File: config.mk
export PLATFORM = sky130hd
export DESIGN_NAME = star_glob_matcher
export DESIGN_NICKNAME = d
export VERILOG_FILES = /design/src/design/sgm_pkg.sv /design/src/design/star_glob_matcher.sv /design/src/design/sgm_cell.sv
export SDC_FILE = /design/constraint.sdc
export NUM_CORES = 1
export LEC_CHECK = 0
export BUFFER_PORTS_ARGS = -buffer_cell sky130_fd_sc_hd__buf_2
export CELL_PAD_IN_SITES_DETAIL_PLACEMENT = 0
export CELL_PAD_IN_SITES_GLOBAL_PLACEMENT = 2
export CORE_UTILIZATION = 41
export CTS_CLUSTER_DIAMETER = 40
export DETAILED_ROUTE_END_ITERATION = 16
export PLACE_DENSITY_LB_ADDON = 0.08
export SLEW_MARGIN = 10
export SYNTH_ARGS = -nofsm -noshare
export SYNTH_HDL_FRONTEND = slang
export SYNTH_HIERARCHICAL = 1
export SYNTH_SLANG_ARGS = --single-unit
File: constraint.sdc
create_clock -name clk -period 28.5 [get_ports clk]
set_input_delay 1.425 -clock clk [delete_from_list [all_inputs] [get_ports clk]]
set_output_delay 1.425 -clock clk [all_outputs]
set_load 0.03 [all_outputs]
File: src/design/sgm_pkg.sv
// ----------------------------------------------------------------------------
// sgm_pkg: shared types and constants for the star glob matcher
// Word formats, command codes, the neighbor link between cells, and defaults.
// ----------------------------------------------------------------------------
`timescale 1ns / 1ps

package sgm_pkg;

  // Default pattern capacity in bytes.
  localparam int MAX_PATTERN_DEF = 64;

  // The only wildcard byte: '*'.
  localparam logic [7:0] STAR_BYTE = 8'h2A;

  // Command codes carried in each input word.
  typedef enum logic [1:0] {
    CMD_CLEAR  = 2'd0,
    CMD_APPEND = 2'd1,
    CMD_VALUE  = 2'd2,
    CMD_END    = 2'd3
  } sgm_cmd_t;

  // Input word.
  typedef struct packed {
    logic [1:0] command;
    logic [7:0] byte_in;
  } sgm_in_t;

  // Result word.
  typedef struct packed {
    logic matched;
    logic pattern_overflow;
  } sgm_out_t;

  // What one cell hands to the cell on its right.
  // link:  the closed active bit of a star position spills into the next position.
  // match: a literal position matched the current value byte.
  typedef struct packed {
    logic link;
    logic match;
  } sgm_link_t;

endpackage

File: src/design/star_glob_matcher.sv
// ----------------------------------------------------------------------------
// star_glob_matcher: whole-string matcher for patterns with '*' wildcards
// A result word appears in the cycle after its end command is taken.
// Throughput: one input word per cycle while no result word waits untaken;
// each word updates every cell at once through the row of position cells and the star closure ripple along it.
// Reset: empty pattern, overflow flag clear, only position zero active, no
// result pending. Pattern bytes are not cleared and are read only once written.
// ----------------------------------------------------------------------------
`timescale 1ns / 1ps

module star_glob_matcher #(
  parameter int MAX_PATTERN = sgm_pkg::MAX_PATTERN_DEF
) (
  input  logic             clk,
  input  logic             rst,
  input  logic             cmd_valid,
  output logic             cmd_ready,
  input  sgm_pkg::sgm_in_t cmd,
  output logic             res_valid,
  input  logic             res_ready,
  output sgm_pkg::sgm_out_t res
);
  import sgm_pkg::*;

  localparam int LEN_W = $clog2(MAX_PATTERN + 1);
  localparam logic [LEN_W-1:0] LEN_MAX = LEN_W'(MAX_PATTERN);

  logic                   accept;
  logic [LEN_W-1:0]       length;
  logic                   overflow_seen;
  logic                   act_last;
  logic                   closed_last;
  logic                   matched;
  logic [MAX_PATTERN-1:0] hits;
  sgm_link_t              links [MAX_PATTERN+1];

  // A new word is taken whenever the result register is free or draining.
  assign cmd_ready = ~res_valid | res_ready;
  assign accept    = cmd_valid & cmd_ready;

  // Row of position cells, linked left to right.
  assign links[0] = '0;

  for (genvar g = 0; g < MAX_PATTERN; g++) begin : g_cell
    sgm_cell #(
      .IDX   (g),
      .LEN_W (LEN_W)
    ) u_cell (
      .clk      (clk),
      .rst      (rst),
      .accept   (accept),
      .cmd      (cmd),
      .length   (length),
      .link_in  (links[g]),
      .link_out (links[g+1]),
      .hit      (hits[g])
    );
  end

  // The position just past a full pattern has no byte, only an active bit.
  assign closed_last = act_last | links[MAX_PATTERN].link;
  assign matched     = (|hits) | (closed_last & (length == LEN_MAX));

  // Pattern length, overflow flag and the final active bit.
  always_ff @(posedge clk) begin
    if (rst) begin
      length        <= '0;
      overflow_seen <= 1'b0;
      act_last      <= 1'b0;
    end else if (accept) begin
      unique case (cmd.command)
        CMD_CLEAR: begin
          length        <= '0;
          overflow_seen <= 1'b0;
          act_last      <= 1'b0;
        end
        CMD_APPEND: begin
          if (length < LEN_MAX) begin
            length <= length + 1'b1;
          end else begin
            overflow_seen <= 1'b1;
          end
          act_last <= 1'b0;
        end
        CMD_VALUE: begin
          act_last <= links[MAX_PATTERN].match;
        end
        default: begin
          act_last <= 1'b0;
        end
      endcase
    end
  end

  // Result register: loaded on an end command, emptied when taken.
  always_ff @(posedge clk) begin
    if (rst) begin
      res_valid <= 1'b0;
    end else if (accept && cmd.command == CMD_END) begin
      res_valid <= 1'b1;
    end else if (res_ready) begin
      res_valid <= 1'b0;
    end
  end

  always_ff @(posedge clk) begin
    if (accept && cmd.command == CMD_END) begin
      res.matched          <= matched;
      res.pattern_overflow <= overflow_seen;
    end
  end

  // An end command always produces a result word in the next cycle.
  a_end_gives_result: assert property (@(posedge clk) disable iff (rst)
    (accept && cmd.command == CMD_END) |=> res_valid)
    else $error("end command did not produce a result");

  // The pattern length never goes past the store capacity.
  a_length_bound: assert property (@(posedge clk) disable iff (rst)
    length <= LEN_MAX)
    else $error("pattern length exceeds capacity");

  // A clear empties the pattern and drops the overflow flag.
  a_clear_empties: assert property (@(posedge clk) disable iff (rst)
    (accept && cmd.command == CMD_CLEAR) |=> (length == '0 && !overflow_seen))
    else $error("clear left pattern state behind");

  // An append into a full store flags overflow and keeps the length.
  a_full_append: assert property (@(posedge clk) disable iff (rst)
    (accept && cmd.command == CMD_APPEND && length == LEN_MAX)
      |=> (overflow_seen && length == LEN_MAX))
    else $error("append into full store not flagged");

endmodule

File: src/design/sgm_cell.sv
// ----------------------------------------------------------------------------
// sgm_cell: one pattern position of the star glob matcher
// Holds one pattern byte and the active bit of its position, closes stars
// coming from the left and hands link and match bits to its right neighbor.
// ----------------------------------------------------------------------------
`timescale 1ns / 1ps

module sgm_cell #(
  parameter int IDX   = 0,
  parameter int LEN_W = 7
) (
  input  logic               clk,
  input  logic               rst,
  input  logic               accept,
  input  sgm_pkg::sgm_in_t   cmd,
  input  logic [LEN_W-1:0]   length,
  input  sgm_pkg::sgm_link_t link_in,
  output sgm_pkg::sgm_link_t link_out,
  output logic               hit
);
  import sgm_pkg::*;

  localparam logic [LEN_W-1:0] MY_IDX = LEN_W'(IDX);

  logic [7:0] pat_byte;
  logic       act;
  logic       in_pat;
  logic       is_star;
  logic       closed;

  // Position state after star closure from the left.
  assign in_pat  = (MY_IDX < length);
  assign is_star = (pat_byte == STAR_BYTE);
  assign closed  = act | link_in.link;

  // Hand-off to the right neighbor and the end-of-value probe.
  assign link_out.link  = closed & in_pat & is_star;
  assign link_out.match = closed & in_pat & ~is_star & (pat_byte == cmd.byte_in);
  assign hit            = closed & (length == MY_IDX);

  // Pattern byte is written when this cell is the next free position.
  always_ff @(posedge clk) begin
    if (accept && cmd.command == CMD_APPEND && length == MY_IDX) begin
      pat_byte <= cmd.byte_in;
    end
  end

  // Active bit: advance on a value byte, restart on every other command.
  always_ff @(posedge clk) begin
    if (rst) begin
      act <= (IDX == 0);
    end else if (accept) begin
      if (cmd.command == CMD_VALUE) begin
        act <= (closed & in_pat & is_star) | link_in.match;
      end else begin
        act <= (IDX == 0);
      end
    end
  end

endmodule

==> results.yml <==
status:
  status: "completed"
clock_tree:
  clk_latency_ps: 650
  clockBufferDepth: 3
  cts_tree: "done"
  cts.sink_count: 588
  htreeDepth: 3
  clock-root-buffer: "clkbuf_16"
  cts_hold_buf: 0
  cts_made_buffers: 104
  clkTransAtPathRegs_ps: 50
power_and_ir_drop:
  p_int_mw: 1.785
  p_leak_nw: 11.20
  switchingPower_uw: 542.2
  power_frac_clock_pct: 54.8
  power_mw: 2.327
  pwr-share-comb_pct: 5.0
  p_seq_share_pct: 40.3
  swShare_pct: 23.30
  power.density_nw_per_um2: 62.05
  vdd_drop_max_mv: 0.04289
layout:
  drive_above_1_share_pct: 19.93
  multiInputGateArea_um2: 14680
  final_common_cell: "edfxtp_1"
  nets: 2766
  fill_cells: 6620
  regArea_um2: 16940
  design_area_um2: 37490
  area_delta_synth_final_pct: 19.68
  final_cell_mix: "edfxtp_1, xnor2_1, nor2_1, nand4_1, nand2_1"
  utilization_pct: 49.95
  antenna_cells: 0
  instances_no_fill: 3809
setup_path:
  r2r_end: "act_last$_SDFFE_PP0P_"
  r2r-start: "g_cell[0].u_cell/pat_byte[2]$_DFFE_PP_"
  regToRegSetupSlack_ps: 1860
  critical_path_required_ps: 29060
  crit_start: "g_cell[0].u_cell/pat_byte[2]$_DFFE_PP_"
  cpPeakStageDelay_ps: 440
  crit_end: "act_last$_SDFFE_PP0P_"
  crit_type: "reg -> reg"
  end_kind: "flip-flop"
  critPathLaunchType: "flip-flop"
  reg2reg_depth: 179
  crit_path_top_delay_cell: "edfxtp_1"
  arrival_ps: 27200
  cp_common_cell: "nor2_1"
  cp_max_fo: 3
timing:
  fin_crit_sh_pct: 93.49
  skew_ps: 30.11
  max_freq_mhz: 37.53
  tightest_slew_ps: 1172
  finalCriticalPeriod_ps: 26640
  layout_setup_ws_ps: 1856
  slew_headroom_pct: 21.26
  maxSlewViolCount: 0
  setup_viol_count_final: 0
  rsz0062_at_grt: "yes"
  hold_viol_final: 0
  finalSetupTns_ps: 0
  hold_ws_ps: 450.7
grt:
  grt_pass1_wl_mm: 131.7
  grt_pass1_vias: 22513
  track_usage_pct: 21.81
  antenna_found_initial: 1
  grt_start_max_net_pins: 119
  grt_overflow: 0
route:
  first_pass_iters: 5
  routed_wl_mm: 84.39
  post_drt_wl_per_cell_um: 22.15
  drc: 0
  dr_total_vias: 21632
  ant_nets: 0
  drt-vias-per-instance: 5.679
  drt-initial-drc-count: 1050
yosys:
  syn_area_per_cell_um2: 12.33
  synth_edf_count: 514
  synthArstFlopShare_pct: 0
  synth.distinct_cells: 97
  synth_flop_cell: "edfxtp_1"
  yosysSeqAreaShare_pct: 53.99
  netlist_instances: 2541
  ys_ff_latch: 588
  synth_area_um2: 31330
  yosys_warnings: 6
place:
  dp_worst_setup_slack_ps: 24.22
  dp.cells: 3566
  dp_hpwl_mm: 49.13
  gp_congestion: 0.7740
  post_dp_cell_area_um2: 33060
  io_buffer_count: 17
die:
  ios: 18
  core_area_um2: 75070
  initial_core_util_pct: 41.73
  rows: 100
  fp.dieH_um: 278.4
  fp.dieW_um: 278.4
  die_area_um2: 77520
min_path:
  hold_path_class: "reg -> reg"
run:
  cap_violations: 0
## sequential cells by signal, indices dropped and copies added (netlist names)
name                    cells
g_cell.u_cell/act          64
g_cell.u_cell/pat_byte    512
res                         2
length                      7
overflow_seen               1
act_last                    1
res_valid                   1
## worst max-delay path, delay by kind of cell, from the launching register on
family,cells,cell delay (ps)
buffers and inverters,10,840
DFF,1,440
AOI/OAI and AO/OA,60,12070
and+or+nand+nor,109,13160
## worst min path at each step
stage,start,to,slack [ps],cells past startpoint
6_report,overflow_seen$_SDFFE_PP0P_,res[0]$_DFFE_PP_,450,0
5_1_grt,overflow_seen$_SDFFE_PP0P_,res[0]$_DFFE_PP_,450,0
4_1_cts,overflow_seen$_SDFFE_PP0P_,res[0]$_DFFE_PP_,440,0
3_5_place_dp,overflow_seen$_SDFFE_PP0P_,res[0]$_DFFE_PP_,430,0
3_3_place_gp,overflow_seen$_SDFFE_PP0P_,res[0]$_DFFE_PP_,440,0
2_1_floorplan,overflow_seen$_SDFFE_PP0P_,res[0]$_DFFE_PP_,410,0
## layer usage
| layer | GRT usage (%) | wire (um) |
|---|---|---|
| met3 | 3.308 | 3192 |
| met2 | 35.83 | 39300 |
| met5 | 0 | 0 |
| met4 | 7.437 | 2509 |
| met1 | 29.33 | 39390 |
## synth_stat cells, types with 10 or more instances
cell	number	share of area, %
edfxtp_1	514	49
xnor2_1	434	12
nor2_1	252	3.0
nand4_1	156	3.1
nand2_1	155	1.9
xor2_1	82	2.3
nor3_1	75	1.2
dfxtp_1	74	4.7
nor4bb_1	52	1.7
nor4_1	49	0.98
nand3_1	48	0.77
nor4b_1	46	1.3
nor4b_2	46	2.2
inv_1	42	0.50
o21ai_0	40	0.64
and4bb_2	31	1.2
a22oi_1	24	0.58
a21oi_1	23	0.37
nand2b_1	22	0.44
nand3b_1	22	0.53
nand4b_1	19	0.53
nor2b_1	19	0.38
a31oi_1	18	0.36
a211o_1	17	0.48
nor3_2	17	0.54
nor3b_1	17	0.41
nor4b_4	17	1.3
o21ai_1	15	0.24
o41ai_2	12	0.62
and4b_1	11	0.35
and3_1	10	0.20
## power by group through the flow
stage	Sequential, mW	Clock (mW)	Combinational (mW)
CTS	0.937	1.30	0.117
global placement	0.954	0	0.116
floorplan	0.957	0	0.0517
detailed placement	0.954	0	0.117
global route	0.936	1.34	0.126
finish	0.937	1.27	0.116
## timing repair
item | in CTS | in global routing
pin swaps | 0 | 96
gates resized for setup | 3 | 99
setup endpoints to repair | 2 | 7
buffers inserted | 0 | 47
## final cells by class
cell class / count / area share (%)
Sequential cell: 588 / 45.19
Multi-Input combinational cell: 1911 / 39.14
Timing Repair Buffer: 103 / 2.222
Clock buffer: 110 / 7.198
Tap cell: 969 / 3.234
Clock inverter: 86 / 2.586
Inverter: 42 / 0.4338
## kinds of logic (layout without fill, tap and decap cells)
family	after synthesis	in the layout	synth area share, %
fa+ha+maj	2	2	0.07986
compound gates	239	239	6.002
xor+xnor	516	516	14.42
simple gates	1152	1152	24.97
flops	588	588	53.99
buf+inv	43	341	0.5152
other cells	1	2	0.01197
(Power assumes the default switching activity.)
